### src/rtl/atms_pkg.sv
// Package for the ATA transfer mode select core: register indexes, drive
// geometry constants and the divide-by-ten reciprocal.
// No dependencies.
package atms_pkg;

	// Configuration register indexes (byte address = 4 * index)
	typedef enum logic [1:0] {
		REG_UDMA_HOST_ALLOWED = 2'd0,
		REG_UDMA_CAP_MODE_TWO = 2'd1,
		REG_UDMA_LIMIT_VALID  = 2'd2,
		REG_UDMA_LIMIT        = 2'd3
	} reg_idx_t;

	typedef enum logic [1:0] {
		KIND_PIO   = 2'd0,
		KIND_MWDMA = 2'd1,
		KIND_UDMA  = 2'd2
	} xfer_kind_t;

	localparam logic [7:0]  UDMA_LIMIT_RESET = 8'hff;
	localparam logic [7:0]  UDMA_LIMIT_OFF   = 8'hff;
	localparam logic [7:0]  UDMA_FEAT_BASE   = 8'h40;
	localparam logic [7:0]  MWDMA_FEAT_BASE  = 8'h20;

	// Large-drive geometry: 16383 cylinders, 63 sectors, 15 or 16 heads
	localparam logic [15:0] CYL_LARGE     = 16'd16383;
	localparam logic [15:0] CYL_ALT       = 16'd4092;
	localparam logic [15:0] SPT_LARGE     = 16'd63;
	localparam logic [15:0] HEADS_15      = 16'd15;
	localparam logic [15:0] HEADS_16      = 16'd16;
	localparam logic [31:0] MIN_CAP_HD15  = 32'd15481935;   // 16383 * 63 * 15
	localparam logic [31:0] MIN_CAP_HD16  = 32'd16514064;   // 16383 * 63 * 16

	// floor(x / 10) = (x * RECIP_TEN) >> RECIP_SHIFT for every 32-bit x
	localparam logic [31:0] RECIP_TEN   = 32'hcccc_cccd;
	localparam int          RECIP_SHIFT = 35;

endpackage

### src/rtl/ata_transfer_mode_select_core.sv
// ATA transfer mode select core: decodes one IDENTIFY record per transfer into
// transfer mode, addressing mode and capacity. Uses atms_pkg.
//
//  channel | handshake             | payload
//  --------+-----------------------+-----------------------------------------
//  in      | in_valid / in_ready   | udma_modes .. lba48_capacity (12 fields)
//  out     | out_valid / out_ready | pio_mode .. capacity_swapped (7 fields)
//  cfg     | APB psel/penable      | paddr[3:2] register index, pwdata
//
// Four register stages: decode and cyl*heads, times sectors, reciprocal
// multiply for the tenth, compare and select into the output register.
// One record per cycle is sustained while out_ready is high.
// Each stage advances when its successor is empty or advancing, so bubbles
// close up and a stalled output holds only the stages behind it.
// arst_n clears valid bits and configuration flags and sets the UDMA limit to 8'hff.
module ata_transfer_mode_select_core (
	input  logic        clk,
	input  logic        arst_n,
	// configuration
	input  logic        psel,
	input  logic        penable,
	input  logic        pwrite,
	input  logic [3:0]  paddr,
	input  logic [31:0] pwdata,
	output logic [31:0] prdata,
	output logic        pready,
	// input channel
	input  logic        in_valid,
	output logic        in_ready,
	input  logic [7:0]  udma_modes,
	input  logic [7:0]  mwdma_modes,
	input  logic [1:0]  pio_mode_bits,
	input  logic        lba_capable,
	input  logic        lba48_supported,
	input  logic        lba48_enabled,
	input  logic [15:0] cylinders,
	input  logic [15:0] current_cylinders,
	input  logic [15:0] head_count,
	input  logic [15:0] sectors_per_track,
	input  logic [31:0] lba28_capacity,
	input  logic [47:0] lba48_capacity,
	// output channel
	output logic        out_valid,
	input  logic        out_ready,
	output logic [2:0]  pio_mode,
	output logic [1:0]  transfer_kind,
	output logic [7:0]  dma_feature,
	output logic        lba_mode,
	output logic        lba48_mode,
	output logic [47:0] sector_count,
	output logic        capacity_swapped
);

	// ---------------- configuration ----------------
	logic       udma_host_allowed_q;
	logic       udma_cap_mode_two_q;
	logic       udma_limit_valid_q;
	logic [7:0] udma_limit_q;
	logic       cfg_wr;
	atms_pkg::reg_idx_t cfg_idx;

	assign pready  = 1'b1;
	assign cfg_idx = atms_pkg::reg_idx_t'(paddr[3:2]);
	assign cfg_wr  = psel && penable && pwrite;

	always_ff @(posedge clk or negedge arst_n) begin
		if (!arst_n) begin
			udma_host_allowed_q <= 1'b0;
			udma_cap_mode_two_q <= 1'b0;
			udma_limit_valid_q  <= 1'b0;
			udma_limit_q        <= atms_pkg::UDMA_LIMIT_RESET;
		end else if (cfg_wr) begin
			unique case (cfg_idx)
				atms_pkg::REG_UDMA_HOST_ALLOWED: udma_host_allowed_q <= pwdata[0];
				atms_pkg::REG_UDMA_CAP_MODE_TWO: udma_cap_mode_two_q <= pwdata[0];
				atms_pkg::REG_UDMA_LIMIT_VALID:  udma_limit_valid_q  <= pwdata[0];
				atms_pkg::REG_UDMA_LIMIT:        udma_limit_q        <= pwdata[7:0];
				default: ;
			endcase
		end
	end

	always_comb begin
		unique case (cfg_idx)
			atms_pkg::REG_UDMA_HOST_ALLOWED: prdata = {31'd0, udma_host_allowed_q};
			atms_pkg::REG_UDMA_CAP_MODE_TWO: prdata = {31'd0, udma_cap_mode_two_q};
			atms_pkg::REG_UDMA_LIMIT_VALID:  prdata = {31'd0, udma_limit_valid_q};
			atms_pkg::REG_UDMA_LIMIT:        prdata = {24'd0, udma_limit_q};
			default:                         prdata = 32'd0;
		endcase
	end

	// ---------------- stage enables ----------------
	logic v_s1, v_s2, v_s3, v_s4;
	logic en1, en2, en3, en4;

	assign en4      = !v_s4 || out_ready;
	assign en3      = !v_s3 || en4;
	assign en2      = !v_s2 || en3;
	assign en1      = !v_s1 || en2;
	assign in_ready = en1;

	always_ff @(posedge clk or negedge arst_n) begin
		if (!arst_n) begin
			v_s1 <= 1'b0;
			v_s2 <= 1'b0;
			v_s3 <= 1'b0;
			v_s4 <= 1'b0;
		end else begin
			if (en1) v_s1 <= in_valid;
			if (en2) v_s2 <= v_s1;
			if (en3) v_s3 <= v_s2;
			if (en4) v_s4 <= v_s3;
		end
	end

	// ---------------- stage 1 decode ----------------
	logic [2:0] pio_c;
	logic [1:0] kind_c;
	logic [7:0] feat_c;
	logic [2:0] udma_top;
	logic [2:0] udma_m;
	logic [1:0] mw_top;
	logic       udma_use;
	logic       geo_ok;
	logic [31:0] min_cap;
	logic       large_c;

	always_comb begin
		pio_c = 3'd2;
		if (pio_mode_bits[0]) pio_c = 3'd3;
		if (pio_mode_bits[1]) pio_c = 3'd4;

		udma_top = 3'd0;
		for (int i = 0; i < 8; i++) begin
			if (udma_modes[i]) udma_top = 3'(i);
		end
		mw_top = 2'd0;
		for (int i = 0; i < 3; i++) begin
			if (mwdma_modes[i]) mw_top = 2'(i);
		end

		udma_m = udma_top;
		if (udma_cap_mode_two_q && udma_m > 3'd2) udma_m = 3'd2;
		// limit below the mode is at most 6, so it fits the mode width
		if (udma_limit_valid_q && {5'd0, udma_m} > udma_limit_q) udma_m = udma_limit_q[2:0];

		udma_use = (udma_modes != 8'd0) && udma_host_allowed_q &&
			!(udma_limit_valid_q && udma_limit_q == atms_pkg::UDMA_LIMIT_OFF);

		if (udma_use) begin
			kind_c = atms_pkg::KIND_UDMA;
			feat_c = atms_pkg::UDMA_FEAT_BASE | {5'd0, udma_m};
		end else if (mwdma_modes != 8'd0) begin
			kind_c = atms_pkg::KIND_MWDMA;
			feat_c = atms_pkg::MWDMA_FEAT_BASE | {6'd0, mw_top};
		end else begin
			kind_c = atms_pkg::KIND_PIO;
			feat_c = 8'd0;
		end

		geo_ok = (cylinders == atms_pkg::CYL_LARGE ||
			(cylinders == atms_pkg::CYL_ALT && current_cylinders == atms_pkg::CYL_LARGE)) &&
			sectors_per_track == atms_pkg::SPT_LARGE &&
			(head_count == atms_pkg::HEADS_15 || head_count == atms_pkg::HEADS_16);
		min_cap = (head_count == atms_pkg::HEADS_15) ? atms_pkg::MIN_CAP_HD15
			: atms_pkg::MIN_CAP_HD16;
		large_c = geo_ok && (lba28_capacity >= min_cap);
	end

	logic [2:0]  pio_s1, pio_s2, pio_s3;
	logic [1:0]  kind_s1, kind_s2, kind_s3;
	logic [7:0]  feat_s1, feat_s2, feat_s3;
	logic        lba_s1, lba_s2, lba_s3;
	logic        l48_s1, l48_s2, l48_s3;
	logic        large_s1, large_s2, large_s3;
	logic [31:0] cap28_s1, cap28_s2;
	logic [47:0] cap48_s1, cap48_s2, cap48_s3;
	logic [31:0] chp_s1;
	logic [15:0] spt_s1;

	always_ff @(posedge clk) begin
		if (en1) begin
			pio_s1   <= pio_c;
			kind_s1  <= kind_c;
			feat_s1  <= feat_c;
			lba_s1   <= lba_capable;
			l48_s1   <= lba48_supported && lba48_enabled;
			large_s1 <= large_c;
			cap28_s1 <= lba28_capacity;
			cap48_s1 <= lba48_capacity;
			chp_s1   <= {16'd0, cylinders} * {16'd0, head_count};
			spt_s1   <= sectors_per_track;
		end
	end

	// ---------------- stage 2: full CHS product ----------------
	logic [47:0] full_s2, full_s3;

	always_ff @(posedge clk) begin
		if (en2) begin
			pio_s2   <= pio_s1;
			kind_s2  <= kind_s1;
			feat_s2  <= feat_s1;
			lba_s2   <= lba_s1;
			l48_s2   <= l48_s1;
			large_s2 <= large_s1;
			cap28_s2 <= cap28_s1;
			cap48_s2 <= cap48_s1;
			full_s2  <= {16'd0, chp_s1} * {32'd0, spt_s1};
		end
	end

	// ---------------- stage 3: tenth by reciprocal, differences ----------------
	logic [31:0] chs2;
	logic [31:0] swap2;
	logic [63:0] recip_s3;
	logic [31:0] d_dir_s3, d_swp_s3;
	logic [31:0] cap_s3, swap_s3;

	assign chs2  = full_s2[31:0];
	assign swap2 = {cap28_s2[15:0], cap28_s2[31:16]};

	always_ff @(posedge clk) begin
		if (en3) begin
			pio_s3   <= pio_s2;
			kind_s3  <= kind_s2;
			feat_s3  <= feat_s2;
			lba_s3   <= lba_s2;
			l48_s3   <= l48_s2;
			large_s3 <= large_s2;
			cap48_s3 <= cap48_s2;
			full_s3  <= full_s2;
			cap_s3   <= cap28_s2;
			swap_s3  <= swap2;
			recip_s3 <= {32'd0, chs2} * {32'd0, atms_pkg::RECIP_TEN};
			d_dir_s3 <= cap28_s2 - chs2;
			d_swp_s3 <= swap2 - chs2;
		end
	end

	// ---------------- stage 4: compare and select ----------------
	logic [28:0] tenth3;
	logic        dir_ok, swp_ok;
	logic [47:0] count_c;
	logic        swapped_c;

	assign tenth3 = recip_s3[63:atms_pkg::RECIP_SHIFT];
	assign dir_ok = d_dir_s3 < {3'd0, tenth3};
	assign swp_ok = d_swp_s3 < {3'd0, tenth3};

	always_comb begin
		swapped_c = 1'b0;
		if (l48_s3) begin
			count_c = cap48_s3;
		end else if (lba_s3 && (large_s3 || dir_ok)) begin
			count_c = {16'd0, cap_s3};
		end else if (lba_s3 && swp_ok) begin
			count_c   = {16'd0, swap_s3};
			swapped_c = 1'b1;
		end else begin
			count_c = full_s3;
		end
	end

	logic [2:0]  pio_s4;
	logic [1:0]  kind_s4;
	logic [7:0]  feat_s4;
	logic        lba_s4, l48_s4, swapped_s4;
	logic [47:0] count_s4;

	always_ff @(posedge clk) begin
		if (en4) begin
			pio_s4     <= pio_s3;
			kind_s4    <= kind_s3;
			feat_s4    <= feat_s3;
			lba_s4     <= lba_s3;
			l48_s4     <= l48_s3;
			count_s4   <= count_c;
			swapped_s4 <= swapped_c;
		end
	end

	assign out_valid        = v_s4;
	assign pio_mode         = pio_s4;
	assign transfer_kind    = kind_s4;
	assign dma_feature      = feat_s4;
	assign lba_mode         = lba_s4;
	assign lba48_mode       = l48_s4;
	assign sector_count     = count_s4;
	assign capacity_swapped = swapped_s4;

	// ---------------- assertions ----------------
	a_ready_chain: assert property (@(posedge clk) disable iff (!arst_n)
		out_ready |-> in_ready)
		else $error("input stalled while output is ready");

	a_pio_feat: assert property (@(posedge clk) disable iff (!arst_n)
		out_valid && transfer_kind == atms_pkg::KIND_PIO |-> dma_feature == 8'd0)
		else $error("dma feature set for PIO-only result");

	a_udma_feat: assert property (@(posedge clk) disable iff (!arst_n)
		out_valid && transfer_kind == atms_pkg::KIND_UDMA |->
			dma_feature[7:3] == atms_pkg::UDMA_FEAT_BASE[7:3])
		else $error("ultra DMA feature byte malformed");

	a_swap_lba: assert property (@(posedge clk) disable iff (!arst_n)
		out_valid && capacity_swapped |-> lba_mode && !lba48_mode &&
			sector_count[47:32] == 16'd0)
		else $error("swapped capacity outside 28-bit LBA path");

	a_valid_flow: assert property (@(posedge clk) disable iff (!arst_n)
		v_s3 && !out_valid |=> out_valid)
		else $error("stage 3 item not moved to empty output");

endmodule
### config.mk
export PLATFORM = sky130hd
export DESIGN_NAME = ata_transfer_mode_select_core
export DESIGN_NICKNAME = d
export VERILOG_FILES = /design/src/rtl/atms_pkg.sv /design/src/rtl/ata_transfer_mode_select_core.sv
export SDC_FILE = /design/constraint.sdc
export NUM_CORES = 2
export LEC_CHECK = 0
export ABC_AREA = 1
export BUFFER_PORTS_ARGS = -buffer_cell sky130_fd_sc_hd__buf_4
export CAP_MARGIN = 20
export CORE_ASPECT_RATIO = 0.6
export CORE_MARGIN = 2
export CORE_UTILIZATION = 61
export CTS_CLUSTER_SIZE = 10
export DETAILED_ROUTE_END_ITERATION = 12
export PLACE_DENSITY = 0.78
export SYNTH_ARGS = -nofsm -noshare
export SYNTH_HDL_FRONTEND = slang
export SYNTH_SLANG_ARGS = --single-unit
### constraint.sdc
create_clock -name clk -period 37 [get_ports clk]
set_clock_uncertainty 0.1 [all_clocks]
set_input_delay 7.4 -clock clk [delete_from_list [all_inputs] [get_ports clk]]
set_output_delay 7.4 -clock clk [all_outputs]
set_load 0.05 [all_outputs]
# ---- Word level (Yosys, flattened, before mapping)
# Cells that the tools add are included.
dict set report totals {
  regBits 667
  inputBits 208
  output_inout_bits 99
  elab_cells 123
}
dict set report classes {
  add_sub_neg 2
  n_mul 3
  n_lt_le_gt_ge 5
  n_eq_ne 10
  mux 21
  reduce_logical 34
}
# operator n
set ops {}
lappend ops {{48-bit two-way mux} 3}
lappend ops {{32-bit one-hot mux with 4 select lines} 1}
lappend ops {{32-bit by 29-bit < comparator with 1-bit output} 2}
lappend ops {{32-bit by 32-bit multiplier with 64-bit output, second input constant} 1}
lappend ops {{32-bit subtractor} 2}
lappend ops {{32-bit by 16-bit multiplier with 48-bit output} 1}
lappend ops {{16-bit by 14-bit equality test with 1-bit output, second input constant} 2}
lappend ops {{32-bit by 24-bit >= comparator with 1-bit output} 1}
lappend ops {{16-bit by 16-bit multiplier with 32-bit output} 1}
lappend ops {{3-bit two-way mux} 9}
lappend ops {{21-bit two-way mux} 1}
lappend ops {{16-bit by 12-bit equality test with 1-bit output, second input constant} 1}
lappend ops {{16-bit by 4-bit equality test with 1-bit output, second input constant} 1}
lappend ops {{16-bit by 5-bit equality test with 1-bit output, second input constant} 1}
lappend ops {{16-bit by 6-bit equality test with 1-bit output, second input constant} 1}
lappend ops {{8-bit nonzero test} 2}
lappend ops {{1-bit logical AND} 14}
lappend ops {{8-bit equality test, second input constant} 1}
lappend ops {{3-bit by 8-bit > comparator with 1-bit output} 1}
lappend ops {{2-bit AND reduction} 4}
lappend ops {{1-bit logical OR} 7}
lappend ops {{6-bit two-way mux} 1}
lappend ops {{1-bit zero test} 5}
lappend ops {{1-bit two-way mux} 5}
lappend ops {{6 further kinds} 7}

# ---- Depth between registers and ports, before layout
dict set report logic_depth {
  word_depth 14
  ltp_mapped 32
  mapped_depth_nobuf 31
}

# ---- Worst setup path before layout
# OpenSTA, ideal clock, no wires.
dict set report synth_timing {
  path_type {input port to output port}
  start {input out_ready}
  end {output in_ready}
  arrival_time_ns 16.995
  required_time_ns 29.500
  path_slack_ns 12.505
  path_stages 6
  path_buffers 0
  path_cell_list {nor2_1 inv_1 nor2_1 inv_1 nor2_1 nand2_1}
}
dict set report synth_between {
  elab_chain_len 4
}
# item line
set synth_lines {}
lappend synth_lines {{from (decl)} ata_transfer_mode_select_core.sv:44} ;# input logic out_ready,
lappend synth_lines {{1-bit logical OR} ata_transfer_mode_select_core.sv:97} ;# assign en4 = !v_s4 || out_ready;
lappend synth_lines {{named net en4} ata_transfer_mode_select_core.sv:95} ;# logic en1, en2, en3, en4;
lappend synth_lines {{1-bit logical OR} ata_transfer_mode_select_core.sv:98} ;# assign en3 = !v_s3 || en4;
lappend synth_lines {{named net en3} ata_transfer_mode_select_core.sv:95}
lappend synth_lines {{1-bit logical OR} ata_transfer_mode_select_core.sv:99} ;# assign en2 = !v_s2 || en3;
lappend synth_lines {{1-bit logical OR} ata_transfer_mode_select_core.sv:100} ;# assign en1 = !v_s1 || en2;
lappend synth_lines {{to (decl)} ata_transfer_mode_select_core.sv:29} ;# output logic in_ready,
# The timed path passes the listed nets, and every way through them passes these cells.

# ---- Final worst setup path
# Same ends and word-level chain as after synthesis.

==> results.yml <==
worst_setup_path:
  crit_type: "input port to output pin"
  worst_setup_path_end_kind: "output pin"
  timing.critical_path.fanout_max: 103
  register_to_register_path_depth: 20
  worst-endpoint-required_ps: 29500
  r2r-end: "recip_s3[45]"
  reg2reg_setup_slack_ps: 28930
  start_kind: "input port"
  worstPathArrival_ps: 10240
  reg2reg_from: "full_s2[1]"
route:
  drt_wl_total_mm: 213.0
  post_drt_via_cell_ratio: 5.734
  post_drt_wl_per_cell_um: 23.00
  drc_errors: 16
  drt.antenna.violating_nets: 0
  detailedRoute.firstIterationViolations: 6816
  dr_vias: 53100
  drt_pre_antenna_iters: 11
timing:
  final.setup.worst_slack_ps: 19260
  timing.final.hold_violations: 0
  slew-limit-headroom_pct: 23.81
  timing_max_transition_violations_final: 0
  min_period_ps: 17740
  fmax_mhz: 56.39
  sum_of_negative_setup_slack_ps: 0
  final.hold.worst_slack_ps: 294.4
  max_slew.worst_pin.slew_ps: 1143
  setup_repair_after_global_routing_missed_its_margin: "false"
  finalCritPeriodShare_pct: 47.93
  report.final.setup_viol: 0
clock_network:
  cts-buffers-inserted: 70
  tritoncts_clock_tree: "done"
  postcts_resize_cnt: 0
  cts_root_buffer: "sky130_fd_sc_hd__clkbuf_16"
  clk_latency_ps: 670
  cts-hold-fix-buffers: 0
  register_clock_pin_slew_on_the_reported_worst_setup_and_hold_paths_ps: 50
  clock_path_buffers: 3
  post_cts.repair.setup_buffers: 0
  number_of_levels_in_the_clock_h_tree: 3
  clock_sinks: 584
synthesis:
  synth_top_area_share_pct: 28.96
  synthesis.area_um2: 69210
  leading_post_synthesis_cells_by_cell_area: "sky130_fd_sc_hd__fa_1 29%, sky130_fd_sc_hd__edfxtp_1 25%, sky130_fd_sc_hd__ha_1 13%"
  synthFlopType: "sky130_fd_sc_hd__edfxtp_1"
  post-synth-top-area-cell: "sky130_fd_sc_hd__fa_1"
  synth.avg_cell_area_um2: 9.139
  synth_cell_types: 60
  synth-warning-count: 0
  seq_area_frac_synth_pct: 25.25
  postSynthCellCount: 7573
  asr_flop_ratio_synth_pct: 2.568
  number_of_enable_flip_flop_cells_after_synthesis: 569
  synth_seq_cells: 584
floorplanning:
  die-width_um: 438.8
  floorplan.initialDensity_pct: 61.68
  full_die_area_um2: 116300
  chipHeight_um: 264.9
  number_of_standard_cell_rows_in_the_floorplan: 95
  placeableCoreArea_um2: 112200
  boundary_pin_count: 307
status:
  violations: "design-rule violations"
  run_status: "finished, violations left"
min_path:
  min_from: "cap48_s2[45]"
  timing.hold.worst_endpoint: "cap48_s3[45]"
  hold_path.class: "flop to flop"
  min_delay_path_depth: 0
global_route:
  gr-usage-all-layers_pct: 37.27
  initial_antenna_violation_count: 12
  grt.overflow.total: 0
  wire_length_of_the_first_global_routing_pass_mm: 321.9
  grt_pass1_vias: 53760
  pin_count_of_the_biggest_net_entering_global_routing: 104
place:
  dp.final_hpwl_mm: 174.0
  numPortBuffers: 252
  place.gp.congestion: 1.079
  dpl_worst_slack_ps: 19200
layout:
  final_common_cell: "sky130_fd_sc_hd__inv_1"
  finish.utilization_pct: 66.28
  final_layout_size_suffix_gt1_share_pct: 5.664
  layout.area.seq_um2: 17470
  area_growth_pct: 7.467
  multi_input_comb_area_um2: 43520
  fillers: 8905
  mostFrequentLayoutCells: "1911 x sky130_fd_sc_hd__inv_1, 1645 x sky130_fd_sc_hd__nand2_1, 1001 x sky130_fd_sc_hd__fa_1, 704 x sky130_fd_sc_hd__ha_1, 569 x sky130_fd_sc_hd__edfxtp_1"
  fin_nets: 9636
run:
  max-cap-violations: 0
stage by stage:
step	cell area, um^2	std cells
2_1_floorplan	69310	7599
6_report	74380	9261
3_3_place_gp	72280	9154
3_5_place_dp	72280	9154
4_1_cts	74360	9254
5_1_grt	74370	9258
critical path, cell delays in order:
cell and delay, ps:
sky130_fd_sc_hd__buf_4 80, sky130_fd_sc_hd__nor2_1 40, sky130_fd_sc_hd__inv_2 30, sky130_fd_sc_hd__buf_4 620
sky130_fd_sc_hd__nor2_1 260, sky130_fd_sc_hd__inv_8 620, sky130_fd_sc_hd__nor2_1 310, sky130_fd_sc_hd__nand2_4 460
sky130_fd_sc_hd__buf_4 350
state kept, by name (all words and copies together), names as in the netlist, 4 cells and up:
| signal | count |
|---|---|
| cap48_s1 | 48 |
| d_dir_s3 | 32 |
| sector_count | 48 |
| spt_s1 | 16 |
| cap_s3 | 31 |
| dma_feature | 4 |
| full_s3 | 48 |
| udma_limit_q | 8 |
| full_s2 | 48 |
| cap48_s3 | 48 |
| cap28_s1 | 32 |
| cap48_s2 | 48 |
| d_swp_s3 | 32 |
| chp_s1 | 32 |
| cap28_s2 | 32 |
| recip_s3 | 29 |
final cells by class:
class	count	area share, %
Tap cell	1503	2.528
Clock inverter	12	0.3533
Timing Repair Buffer	293	2.957
Clock buffer	88	2.446
Inverter	1916	9.687
Sequential cell	584	23.49
Multi-Input combinational cell	4858	58.51
Antenna cell	7	0.02355
Yosys cell counts, types with 8 or more instances:
cell type                     n
sky130_fd_sc_hd__nand3b_1    10
sky130_fd_sc_hd__o21a_1      11
sky130_fd_sc_hd__a21o_1      44
sky130_fd_sc_hd__fa_1      1001
sky130_fd_sc_hd__a21boi_0     9
sky130_fd_sc_hd__xor2_1     136
sky130_fd_sc_hd__inv_1     1914
sky130_fd_sc_hd__buf_4       31
sky130_fd_sc_hd__nor2_1     329
sky130_fd_sc_hd__edfxtp_1   569
sky130_fd_sc_hd__buf_2        9
sky130_fd_sc_hd__clkbuf_1   185
sky130_fd_sc_hd__ha_1       704
sky130_fd_sc_hd__o21ai_2     17
sky130_fd_sc_hd__nor3_1      43
sky130_fd_sc_hd__xnor2_1     51
sky130_fd_sc_hd__o21ai_0    163
sky130_fd_sc_hd__dfstp_2      8
sky130_fd_sc_hd__a31oi_1     33
sky130_fd_sc_hd__buf_6       13
sky130_fd_sc_hd__nor4_1      21
sky130_fd_sc_hd__o21bai_1    33
sky130_fd_sc_hd__o21ai_1      9
sky130_fd_sc_hd__a21oi_1    277
sky130_fd_sc_hd__nand2_1   1646
sky130_fd_sc_hd__nand3_1    173
sky130_fd_sc_hd__nand4_1     49
cells by family (layout without fill, tap and decap cells):
| logic type | Yosys count | count (layout) | synth area share, % |
|---|---|---|---|
| simple gates | 2305 | 2305 | 13.39 |
| buf+inv | 2157 | 2309 | 12.02 |
| fa+ha+maj | 1705 | 1705 | 41.68 |
| compound gates | 633 | 633 | 5.279 |
| flops | 584 | 584 | 25.25 |
| xor+xnor | 187 | 187 | 2.367 |
| other cells | 2 | 35 | 0.01085 |
layer usage:
metal | vias up | global-route usage, % | wire length (um)
met5 | - | 2.026 | 356
met4 | 8 | 11.36 | 6881
met3 | 374 | 15.55 | 34870
met2 | 3518 | 49.19 | 82960
met1 | 25860 | 55.23 | 87950
li1 | 23340 | - | -
worst max path at each step:
stage / startpoint / depth (start not counted) / endpoint
after CTS: out_ready / 9 / in_ready
after global placement: out_ready / 9 / in_ready
final: out_ready / 9 / in_ready
after global routing: out_ready / 9 / in_ready
after detailed placement: out_ready / 9 / in_ready
after floorplan: out_ready / 6 / in_ready
Power is left out: the tool's default activity adds up to more than one toggle a clock period on the data nets, which glitch-free logic cannot reach.
